$ cat config.mk
export PLATFORM = sky130hd
export DESIGN_NAME = infix_to_prefix_converter_unit
export DESIGN_NICKNAME = d
export VERILOG_FILES = /design/src/rtl/i2p_pkg.sv /design/src/rtl/i2p_datapath.sv /design/src/rtl/i2p_ctrl.sv /design/src/rtl/infix_to_prefix_converter_unit.sv
export VERILOG_INCLUDE_DIRS = /design/src /design/src/rtl
export SDC_FILE = /design/constraint.sdc
export NUM_CORES = 1
export LEC_CHECK = 0
export BUFFER_PORTS_ARGS = -buffer_cell sky130_fd_sc_hd__buf_2
export CORE_MARGIN = 2
export CORE_UTILIZATION = 43
export DETAILED_ROUTE_END_ITERATION = 16
export PLACE_DENSITY = 0.63
export SLEW_MARGIN = 0
export SYNTH_ARGS = -nofsm -noshare
export SYNTH_HDL_FRONTEND = slang
export SYNTH_SLANG_ARGS = --single-unit
$ cat constraint.sdc
create_clock -name i_clk -period 6.42 [get_ports i_clk]
set_input_delay 1.284 -clock i_clk [delete_from_list [all_inputs] [get_ports i_clk]]
set_output_delay 1.284 -clock i_clk [all_outputs]
set_load 0.1 [all_outputs]
$ cat src/rtl/infix_to_prefix_converter_unit_assert.svh
// Assertion macros for the infix to prefix converter.
`ifndef INFIX_TO_PREFIX_CONVERTER_UNIT_ASSERT_SVH
`define INFIX_TO_PREFIX_CONVERTER_UNIT_ASSERT_SVH
`ifndef SYNTHESIS
`define I2P_ASSERT_SAME(lbl, clk, rst_n, ante, cons) \
    lbl: assert property (@(posedge clk) disable iff (!rst_n) (ante) |-> (cons)) \
        else $error("assertion failed");
`define I2P_ASSERT_NEXT(lbl, clk, rst_n, ante, cons) \
    lbl: assert property (@(posedge clk) disable iff (!rst_n) (ante) |=> (cons)) \
        else $error("assertion failed");
`else
`define I2P_ASSERT_SAME(lbl, clk, rst_n, ante, cons)
`define I2P_ASSERT_NEXT(lbl, clk, rst_n, ante, cons)
`endif
`endif

$ cat src/rtl/i2p_pkg.sv
// Package with constants, types and helper functions of the infix to prefix converter.
`timescale 1ns / 1ps
package i2p_pkg;

    localparam int MAX_LEN = 32;
    localparam int ADDR_W  = (MAX_LEN > 1) ? $clog2(MAX_LEN) : 1;
    localparam int CNT_W   = $clog2(MAX_LEN + 1);

    localparam logic [7:0] CH_CARET = 8'h5E;
    localparam logic [7:0] CH_STAR  = 8'h2A;
    localparam logic [7:0] CH_SLASH = 8'h2F;
    localparam logic [7:0] CH_PLUS  = 8'h2B;
    localparam logic [7:0] CH_MINUS = 8'h2D;
    localparam logic [7:0] CH_OPEN  = 8'h28;
    localparam logic [7:0] CH_CLOSE = 8'h29;
    localparam logic [7:0] CH_UP_A  = 8'h41;
    localparam logic [7:0] CH_UP_Z  = 8'h5A;
    localparam logic [7:0] CH_LO_A  = 8'h61;
    localparam logic [7:0] CH_LO_Z  = 8'h7A;
    localparam logic [7:0] CH_ZERO  = 8'h30;
    localparam logic [7:0] CH_NINE  = 8'h39;

    // Precedence codes, offset by one so that the lowest level is zero.
    localparam logic [2:0] PREC_NONE = 3'd0;
    localparam logic [2:0] PREC_ADD  = 3'd2;
    localparam logic [2:0] PREC_MUL  = 3'd3;
    localparam logic [2:0] PREC_POW  = 3'd4;

    typedef struct packed {
        logic load;
        logic start;
        logic rd_in;
        logic emit_cur;
        logic push_cur;
        logic rd_top;
        logic pop_emit;
        logic drop_top;
        logic rd_out;
        logic out_empty;
        logic clear;
    } t_cmd;

    typedef struct packed {
        logic idx_zero;
        logic sp_zero;
        logic oc_zero;
        logic cur_operand;
        logic cur_open;
        logic cur_close;
        logic pop_ok;
        logic top_open;
    } t_status;

    function automatic logic [2:0] prec_code(input logic [7:0] c);
        logic [2:0] p;
        p = PREC_NONE;
        if (c == CH_CARET) begin
            p = PREC_POW;
        end else if ((c == CH_STAR) || (c == CH_SLASH)) begin
            p = PREC_MUL;
        end else if ((c == CH_PLUS) || (c == CH_MINUS)) begin
            p = PREC_ADD;
        end
        return p;
    endfunction

    function automatic logic is_operand(input logic [7:0] c);
        return ((c >= CH_UP_A) && (c <= CH_UP_Z)) || ((c >= CH_LO_A) && (c <= CH_LO_Z)) ||
               ((c >= CH_ZERO) && (c <= CH_NINE));
    endfunction

    function automatic logic [7:0] swap_paren(input logic [7:0] c);
        logic [7:0] r;
        r = c;
        if (c == CH_OPEN) begin
            r = CH_CLOSE;
        end else if (c == CH_CLOSE) begin
            r = CH_OPEN;
        end
        return r;
    endfunction

endpackage

$ cat src/rtl/i2p_datapath.sv
// Datapath of the infix to prefix converter: buffers, operator stack and counters.
`timescale 1ns / 1ps
module i2p_datapath
    import i2p_pkg::*;
(
    input  logic        i_clk,
    input  logic        i_rst_n,
    input  logic [7:0]  i_char,
    input  t_cmd        i_cmd,
    output t_status     o_status,
    output logic [7:0]  o_char,
    output logic        o_has_char,
    output logic        o_last,
    output logic        o_overflow
);

    logic [7:0] in_mem  [MAX_LEN];
    logic [7:0] stk_mem [MAX_LEN];
    logic [7:0] out_mem [MAX_LEN];

    logic [CNT_W-1:0] r_in_cnt, n_in_cnt;
    logic [CNT_W-1:0] r_idx, n_idx;
    logic [CNT_W-1:0] r_sp, n_sp;
    logic [CNT_W-1:0] r_oc, n_oc;
    logic             r_ovf, n_ovf;
    logic             r_has;
    logic [7:0]       r_in_q;
    logic [7:0]       r_stk_q;
    logic [7:0]       r_out_q;

    logic [CNT_W-1:0] idx_m1, sp_m1, oc_m1;
    logic [7:0]       cur_char;
    logic [2:0]       cur_prec, top_prec;
    logic             out_wr;
    logic [7:0]       out_wdata;

    assign idx_m1   = r_idx - CNT_W'(1);
    assign sp_m1    = r_sp - CNT_W'(1);
    assign oc_m1    = r_oc - CNT_W'(1);
    assign cur_char = swap_paren(r_in_q);
    assign cur_prec = prec_code(cur_char);
    assign top_prec = prec_code(r_stk_q);

    assign out_wr    = (i_cmd.emit_cur || i_cmd.pop_emit) && (r_oc < CNT_W'(MAX_LEN));
    assign out_wdata = i_cmd.pop_emit ? r_stk_q : cur_char;

    always_comb begin
        n_in_cnt = r_in_cnt;
        n_ovf    = r_ovf;
        n_idx    = r_idx;
        n_sp     = r_sp;
        n_oc     = r_oc;
        if (i_cmd.load) begin
            if (r_in_cnt < CNT_W'(MAX_LEN)) begin
                n_in_cnt = r_in_cnt + CNT_W'(1);
            end else begin
                n_ovf = 1'b1;
            end
        end
        if (i_cmd.start) begin
            n_idx = r_in_cnt;
            n_sp  = '0;
            n_oc  = '0;
        end
        if (i_cmd.rd_in) begin
            n_idx = idx_m1;
        end
        if (out_wr) begin
            n_oc = r_oc + CNT_W'(1);
        end
        if (i_cmd.push_cur && (r_sp < CNT_W'(MAX_LEN))) begin
            n_sp = r_sp + CNT_W'(1);
        end
        if (i_cmd.pop_emit || i_cmd.drop_top) begin
            n_sp = sp_m1;
        end
        if (i_cmd.rd_out) begin
            n_oc = oc_m1;
        end
        if (i_cmd.clear) begin
            n_in_cnt = '0;
            n_ovf    = 1'b0;
        end
    end

    always_ff @(posedge i_clk) begin
        if (!i_rst_n) begin
            r_in_cnt <= '0;
            r_ovf    <= 1'b0;
            r_idx    <= '0;
            r_sp     <= '0;
            r_oc     <= '0;
        end else begin
            r_in_cnt <= n_in_cnt;
            r_ovf    <= n_ovf;
            r_idx    <= n_idx;
            r_sp     <= n_sp;
            r_oc     <= n_oc;
        end
    end

    always_ff @(posedge i_clk) begin
        if (i_cmd.load && (r_in_cnt < CNT_W'(MAX_LEN))) begin
            in_mem[r_in_cnt[ADDR_W-1:0]] <= i_char;
        end
        if (i_cmd.rd_in) begin
            r_in_q <= in_mem[idx_m1[ADDR_W-1:0]];
        end
    end

    always_ff @(posedge i_clk) begin
        if (i_cmd.push_cur && (r_sp < CNT_W'(MAX_LEN))) begin
            stk_mem[r_sp[ADDR_W-1:0]] <= cur_char;
        end
        if (i_cmd.rd_top) begin
            r_stk_q <= stk_mem[sp_m1[ADDR_W-1:0]];
        end
    end

    always_ff @(posedge i_clk) begin
        if (out_wr) begin
            out_mem[r_oc[ADDR_W-1:0]] <= out_wdata;
        end
        if (i_cmd.rd_out) begin
            r_out_q <= out_mem[oc_m1[ADDR_W-1:0]];
        end
        if (i_cmd.rd_out) begin
            r_has <= 1'b1;
        end else if (i_cmd.out_empty) begin
            r_has <= 1'b0;
        end
    end

    assign o_status.idx_zero    = (r_idx == '0);
    assign o_status.sp_zero     = (r_sp == '0);
    assign o_status.oc_zero     = (r_oc == '0);
    assign o_status.cur_operand = is_operand(cur_char);
    assign o_status.cur_open    = (cur_char == CH_OPEN);
    assign o_status.cur_close   = (cur_char == CH_CLOSE);
    assign o_status.pop_ok      = (cur_char == CH_CARET) ? (cur_prec <= top_prec)
                                                         : (cur_prec < top_prec);
    assign o_status.top_open    = (r_stk_q == CH_OPEN);

    assign o_char     = r_has ? r_out_q : 8'h00;
    assign o_has_char = r_has;
    assign o_last     = (r_oc == '0);
    assign o_overflow = r_ovf;

endmodule

$ cat src/rtl/i2p_ctrl.sv
// Controller state machine of the infix to prefix converter.
`timescale 1ns / 1ps
module i2p_ctrl
    import i2p_pkg::*;
(
    input  logic    i_clk,
    input  logic    i_rst_n,
    input  logic    i_in_valid,
    input  logic    i_in_last,
    input  logic    i_out_ready,
    input  t_status i_status,
    output t_cmd    o_cmd,
    output logic    o_in_ready,
    output logic    o_out_valid
);

    typedef enum logic [3:0] {
        S_LOAD,
        S_START,
        S_SCAN,
        S_CLASSIFY,
        S_CLOSE,
        S_CLOSE_CHK,
        S_OPER,
        S_OPER_CHK,
        S_FLUSH,
        S_FLUSH_POP,
        S_OUT_BEGIN,
        S_SHOW
    } t_state;

    t_state r_state, n_state;
    logic   r_in_ready;
    logic   r_out_valid;
    logic   in_acc, out_acc;

    assign in_acc  = r_in_ready && i_in_valid;
    assign out_acc = r_out_valid && i_out_ready;

    always_comb begin
        n_state = r_state;
        o_cmd   = '0;
        case (r_state)
            S_LOAD: begin
                if (in_acc) begin
                    o_cmd.load = 1'b1;
                    if (i_in_last) begin
                        n_state = S_START;
                    end
                end
            end
            S_START: begin
                o_cmd.start = 1'b1;
                n_state     = S_SCAN;
            end
            S_SCAN: begin
                if (i_status.idx_zero) begin
                    n_state = S_FLUSH;
                end else begin
                    o_cmd.rd_in = 1'b1;
                    n_state     = S_CLASSIFY;
                end
            end
            S_CLASSIFY: begin
                if (i_status.cur_operand) begin
                    o_cmd.emit_cur = 1'b1;
                    n_state        = S_SCAN;
                end else if (i_status.cur_open) begin
                    o_cmd.push_cur = 1'b1;
                    n_state        = S_SCAN;
                end else if (i_status.cur_close) begin
                    if (i_status.sp_zero) begin
                        n_state = S_SCAN;
                    end else begin
                        o_cmd.rd_top = 1'b1;
                        n_state      = S_CLOSE;
                    end
                end else if (i_status.sp_zero) begin
                    o_cmd.push_cur = 1'b1;
                    n_state        = S_SCAN;
                end else begin
                    o_cmd.rd_top = 1'b1;
                    n_state      = S_OPER;
                end
            end
            S_CLOSE: begin
                if (i_status.top_open) begin
                    o_cmd.drop_top = 1'b1;
                    n_state        = S_SCAN;
                end else begin
                    o_cmd.pop_emit = 1'b1;
                    n_state        = S_CLOSE_CHK;
                end
            end
            S_CLOSE_CHK: begin
                if (i_status.sp_zero) begin
                    n_state = S_SCAN;
                end else begin
                    o_cmd.rd_top = 1'b1;
                    n_state      = S_CLOSE;
                end
            end
            S_OPER: begin
                if (i_status.pop_ok) begin
                    o_cmd.pop_emit = 1'b1;
                    n_state        = S_OPER_CHK;
                end else begin
                    o_cmd.push_cur = 1'b1;
                    n_state        = S_SCAN;
                end
            end
            S_OPER_CHK: begin
                if (i_status.sp_zero) begin
                    o_cmd.push_cur = 1'b1;
                    n_state        = S_SCAN;
                end else begin
                    o_cmd.rd_top = 1'b1;
                    n_state      = S_OPER;
                end
            end
            S_FLUSH: begin
                if (i_status.sp_zero) begin
                    n_state = S_OUT_BEGIN;
                end else begin
                    o_cmd.rd_top = 1'b1;
                    n_state      = S_FLUSH_POP;
                end
            end
            S_FLUSH_POP: begin
                o_cmd.pop_emit = 1'b1;
                n_state        = S_FLUSH;
            end
            S_OUT_BEGIN: begin
                if (i_status.oc_zero) begin
                    o_cmd.out_empty = 1'b1;
                end else begin
                    o_cmd.rd_out = 1'b1;
                end
                n_state = S_SHOW;
            end
            S_SHOW: begin
                if (out_acc) begin
                    if (i_status.oc_zero) begin
                        o_cmd.clear = 1'b1;
                        n_state     = S_LOAD;
                    end else begin
                        o_cmd.rd_out = 1'b1;
                    end
                end
            end
            default: begin
                n_state = S_LOAD;
            end
        endcase
    end

    always_ff @(posedge i_clk) begin
        if (!i_rst_n) begin
            r_state     <= S_LOAD;
            r_in_ready  <= 1'b1;
            r_out_valid <= 1'b0;
        end else begin
            r_state     <= n_state;
            r_in_ready  <= (n_state == S_LOAD);
            r_out_valid <= (n_state == S_SHOW);
        end
    end

    assign o_in_ready  = r_in_ready;
    assign o_out_valid = r_out_valid;

endmodule

$ cat src/rtl/infix_to_prefix_converter_unit.sv
// Top level of the infix to prefix converter.
`timescale 1ns / 1ps
`include "infix_to_prefix_converter_unit_assert.svh"
// Characters of an infix expression arrive one per transaction until the transaction with
// tlast set; up to 32 are kept and later ones are dropped and reported as overflow. The
// block then converts the stored expression and streams the prefix string, one character
// per transaction with tlast on the final one; an empty result gives one transaction with
// has_char clear. Conversion is bounded by the single-port buffers and stack whose reads
// are registered; results then leave one per cycle while the receiver is ready, after a
// start state that issues the first read. No new character is taken until the last result
// of the expression is delivered.
module infix_to_prefix_converter_unit
    import i2p_pkg::*;
(
    input  logic       i_clk,
    input  logic       i_rst_n,
    input  logic       i_s_axis_tvalid,
    output logic       o_s_axis_tready,
    input  logic [7:0] i_s_axis_tdata,   // char_in [7:0]
    input  logic       i_s_axis_tlast,
    output logic       o_m_axis_tvalid,
    input  logic       i_m_axis_tready,
    output logic [7:0] o_m_axis_tdata,   // char_out [7:0]
    output logic [1:0] o_m_axis_tuser,   // has_char [0], overflow [1]
    output logic       o_m_axis_tlast
);

    t_cmd    cmd;
    t_status status;
    logic    has_char;
    logic    overflow;

    i2p_ctrl u_ctrl (
        .i_clk       (i_clk),
        .i_rst_n     (i_rst_n),
        .i_in_valid  (i_s_axis_tvalid),
        .i_in_last   (i_s_axis_tlast),
        .i_out_ready (i_m_axis_tready),
        .i_status    (status),
        .o_cmd       (cmd),
        .o_in_ready  (o_s_axis_tready),
        .o_out_valid (o_m_axis_tvalid)
    );

    i2p_datapath u_datapath (
        .i_clk      (i_clk),
        .i_rst_n    (i_rst_n),
        .i_char     (i_s_axis_tdata),
        .i_cmd      (cmd),
        .o_status   (status),
        .o_char     (o_m_axis_tdata),
        .o_has_char (has_char),
        .o_last     (o_m_axis_tlast),
        .o_overflow (overflow)
    );

    assign o_m_axis_tuser = {overflow, has_char};

    `I2P_ASSERT_SAME(a_sides_exclusive, i_clk, i_rst_n, o_m_axis_tvalid, !o_s_axis_tready)
    `I2P_ASSERT_SAME(a_empty_is_last, i_clk, i_rst_n, o_m_axis_tvalid && !o_m_axis_tuser[0], o_m_axis_tlast)
    `I2P_ASSERT_NEXT(a_last_in_stops, i_clk, i_rst_n, i_s_axis_tvalid && o_s_axis_tready && i_s_axis_tlast, !o_s_axis_tready)
    `I2P_ASSERT_NEXT(a_last_out_frees, i_clk, i_rst_n, o_m_axis_tvalid && i_m_axis_tready && o_m_axis_tlast, o_s_axis_tready && !o_m_axis_tvalid)

endmodule

==> results.toml <==
[status]
status = "completed"

[setup_path]
worstPathMaxFanout = 26
end_kind = "flip-flop"
worstRegToRegCells = 7
cpPeakStageDelay_ns = 1.11
reg2reg_slack_ns = 1.77
start_kind = "flip-flop"
worstPathCellList = "buf_4, o21ai_0, a31oi_1, o41ai_1, o32ai_2, nand2_1, nor2_1"
crit_slowest_cell = "edfxtp_1"
crit_required_ns = 6.66
r2r_start = "u_datapath.r_in_q[2]"
cp.arrival_ns = 4.89
criticalPathCategory = "flip-flop to flip-flop"
r2r_end = "u_datapath.stk_mem[9][0]"

[sta]
min_period_ns = 4.65
fin_crit_sh = 0.725
tightest_slew_ns = 1.15
fin_setup_tns_ns = 0
relSlewSlack = 0.237
clock.fmax_mhz = 215
fin_skew_ns = 0.0451
rsz0062_at_grt = "no"
finalSetupViolCount = 0
hold_viol = 0
slew_violations = 0

[power]
p_comb_frac = 0.125
cellLeakagePower_nw = 11.2
power.switching_mw = 3.08
power_density_nw_per_um2 = 339
power.total_mw = 12.5
pwr-share-clk = 0.389
p_int_mw = 9.46
switching_share = 0.246
seq_power_share = 0.486
vdd_ir_drop_max_mv = 0.267

[cts]
clockRootBuffer = "clkbuf_16"
cts_resized = 0
clk_pin_slew_ns = 0.06
cts.path.max_buffers = 3
ctsHoldBuffers = 0
cts-buffers-inserted = 84
clk_latency_ns = 0.64
htree_levels = 3
cts.sinks = 824
cts_tree = "built"
post-cts-setup-buffers = 0

[yosys]
synthTopCellsByArea = "edfxtp_1 72%, mux4_2 16%, dfxtp_1 1.9%"
synth_warnings = 0
ys_seq_area_frac = 0.740
synthArstFlopShare = 0
synth_common_cells = "792 x edfxtp_1, 240 x mux4_2, 118 x nor2_1"
synth_top_flop_cell = "edfxtp_1"
synth_cell_type_count = 72
syn-num-nets = 1630
syn_inst = 1600
syn_area_um2 = 33000
synth_edf_count = 792
yosys.area.top_type = "edfxtp_1"
postSynthAreaPerCell_um2 = 20.6
synth_top_area_frac = 0.720
ys_ff_latch = 824
synth.most_common_cell = "edfxtp_1"

[cells_and_area]
area_growth_pct = 12.3
nNetsFinal = 1676
multi_input_area_um2 = 8200
regArea_um2 = 24400
final_core_util = 0.488
final_cells = 2744
layout-drive-gt1-share = 0.278
fillers = 6101

[placed_design]
gp_congestion = 0.810
placed_cells = 2590
io_buffers = 25
hpwl_um = 42800

[floorplanning]
row_count = 101
start_util = 0.435
die_x_um = 281
core_um2 = 75900
dieArea_um2 = 79000
die_height_um = 281
ioPinCount = 26

[global_route]
grt_antenna_before_repair = 0
grt-ovfl-total = 0
grt_pass1_vias = 15800
grt_pass1_wl_um = 104000
grt_max_degree = 49
grt_usage = 0.177

[routing]
wl_um = 68700
first_pass_iters = 5
drc = 0
first_iter_violations = 1544
routedWlPerCell_um = 25.0
antenna_left = 0
vias = 15500
via_per_inst = 5.66

[worst_hold_path]
hold_depth = 2
min_from = "u_datapath.o_overflow"
hold_class = "flip-flop to flip-flop"
min_to = "u_datapath.o_overflow"

[run]
drv_cap = 0
==> layout make-up <==
cell class / count / area share
antenna: 1 / 0.0000675
clock buffer: 96 / 0.0585
clock inverter: 57 / 0.0171
inverter: 15 / 0.00152
multi-input combinational: 675 / 0.221
sequential: 824 / 0.659
tap: 1030 / 0.0348
timing repair buffer: 46 / 0.00763
==> power groups by stage <==
stage	registers (mW)	logic (mW)	clock network (mW)
final	6.09	1.57	4.88
after global routing	6.11	1.67	5.19
after CTS	6.10	1.59	4.98
after detailed placement	6.21	1.59	0
after global placement	6.21	1.58	0
after floorplan	6.14	1.19	0
==> through the flow <==
stage / hold slack (ns) / cell area (µm²) / setup WS, ns
3_3_place_gp: 0.457 / 34300 / 1.94
3_5_place_dp: 0.461 / 34300 / 1.73
6_report: 0.473 / 37100 / 1.77
2_1_floorplan: 0.438 / 33000 / 2.56
5_1_grt: 0.485 / 37100 / 1.46
4_1_cts: 0.477 / 37100 / 1.76
==> worst max-delay path, delay by kind of cell, from the launching register on <==
family,cells,cell delay (ns)
AOI/OAI and AO/OA,4,1.41
and+or+nand+nor,2,1.33
DFF,1,1.11
buffers and inverters,1,0.38
==> layer usage <==
metal | GRT usage | routed length (µm)
met4 | 0.0444 | 1410
met5 | 0 | 0
met2 | 0.286 | 33800
met1 | 0.253 | 30300
met3 | 0.0274 | 3180
==> worst max path at each step <==
stage,start,endpoint,slack (ns),cells after the start
3_3_place_gp,u_datapath.r_in_q[2],u_datapath.stk_mem[6][7],1.94,7
5_1_grt,u_datapath.r_in_q[2],u_datapath.stk_mem[4][0],1.46,7
3_5_place_dp,u_datapath.r_in_q[2],u_datapath.stk_mem[4][0],1.73,7
6_report,u_datapath.r_in_q[2],u_datapath.stk_mem[9][0],1.77,7
4_1_cts,u_datapath.r_in_q[2],u_datapath.stk_mem[9][5],1.76,7
2_1_floorplan,u_datapath.r_oc[0],o_m_axis_tlast,2.56,6
==> registers in the layout (all words and copies together), names as in the netlist <==
| signal | count |
|---|---|
| u_datapath.o_overflow | 1 |
| u_datapath.r_out_q | 8 |
| u_ctrl.o_in_ready | 1 |
| u_ctrl.r_state | 4 |
| u_datapath.r_sp | 6 |
| u_datapath.o_has_char | 1 |
| u_datapath.in_mem | 256 |
| u_datapath.r_in_q | 8 |
| u_ctrl.o_out_valid | 1 |
| u_datapath.stk_mem | 256 |
| u_datapath.out_mem | 256 |
| u_datapath.r_in_cnt | 6 |
| u_datapath.r_idx | 6 |
| u_datapath.r_stk_q | 8 |
| u_datapath.r_oc | 6 |
==> logic make-up (layout without fill, tap and decap cells) <==
family / after synthesis / count (layout) / synth area share
fa+ha+maj: 17 / 17 / 0.00644
xor+xnor: 16 / 16 / 0.00424
flops: 824 / 824 / 0.740
compound gates: 72 / 72 / 0.0149
buf+inv: 101 / 214 / 0.0131
simple gates: 289 / 289 / 0.0440
other cells: 0 / 1 / 0
mux: 281 / 281 / 0.178
==> cell usage in the layout, fill, tap and decap left out, types with 11 or more instances in the layout <==
cell type	count
a21oi_1	18
and2_1	12
and3_1	15
buf_2	25
buf_4	21
clkbuf_1	11
clkbuf_16	85
clkinv_1	15
clkinv_2	21
dfxtp_1	29
edfxtp_1	792
ha_1	14
inv_1	13
mux2_2	33
mux4_2	240
nand2_1	46
nand3_1	18
nor2_1	118
nor2b_1	12
nor3_1	11
o21ai_0	12
(Power assumes the default switching activity.)
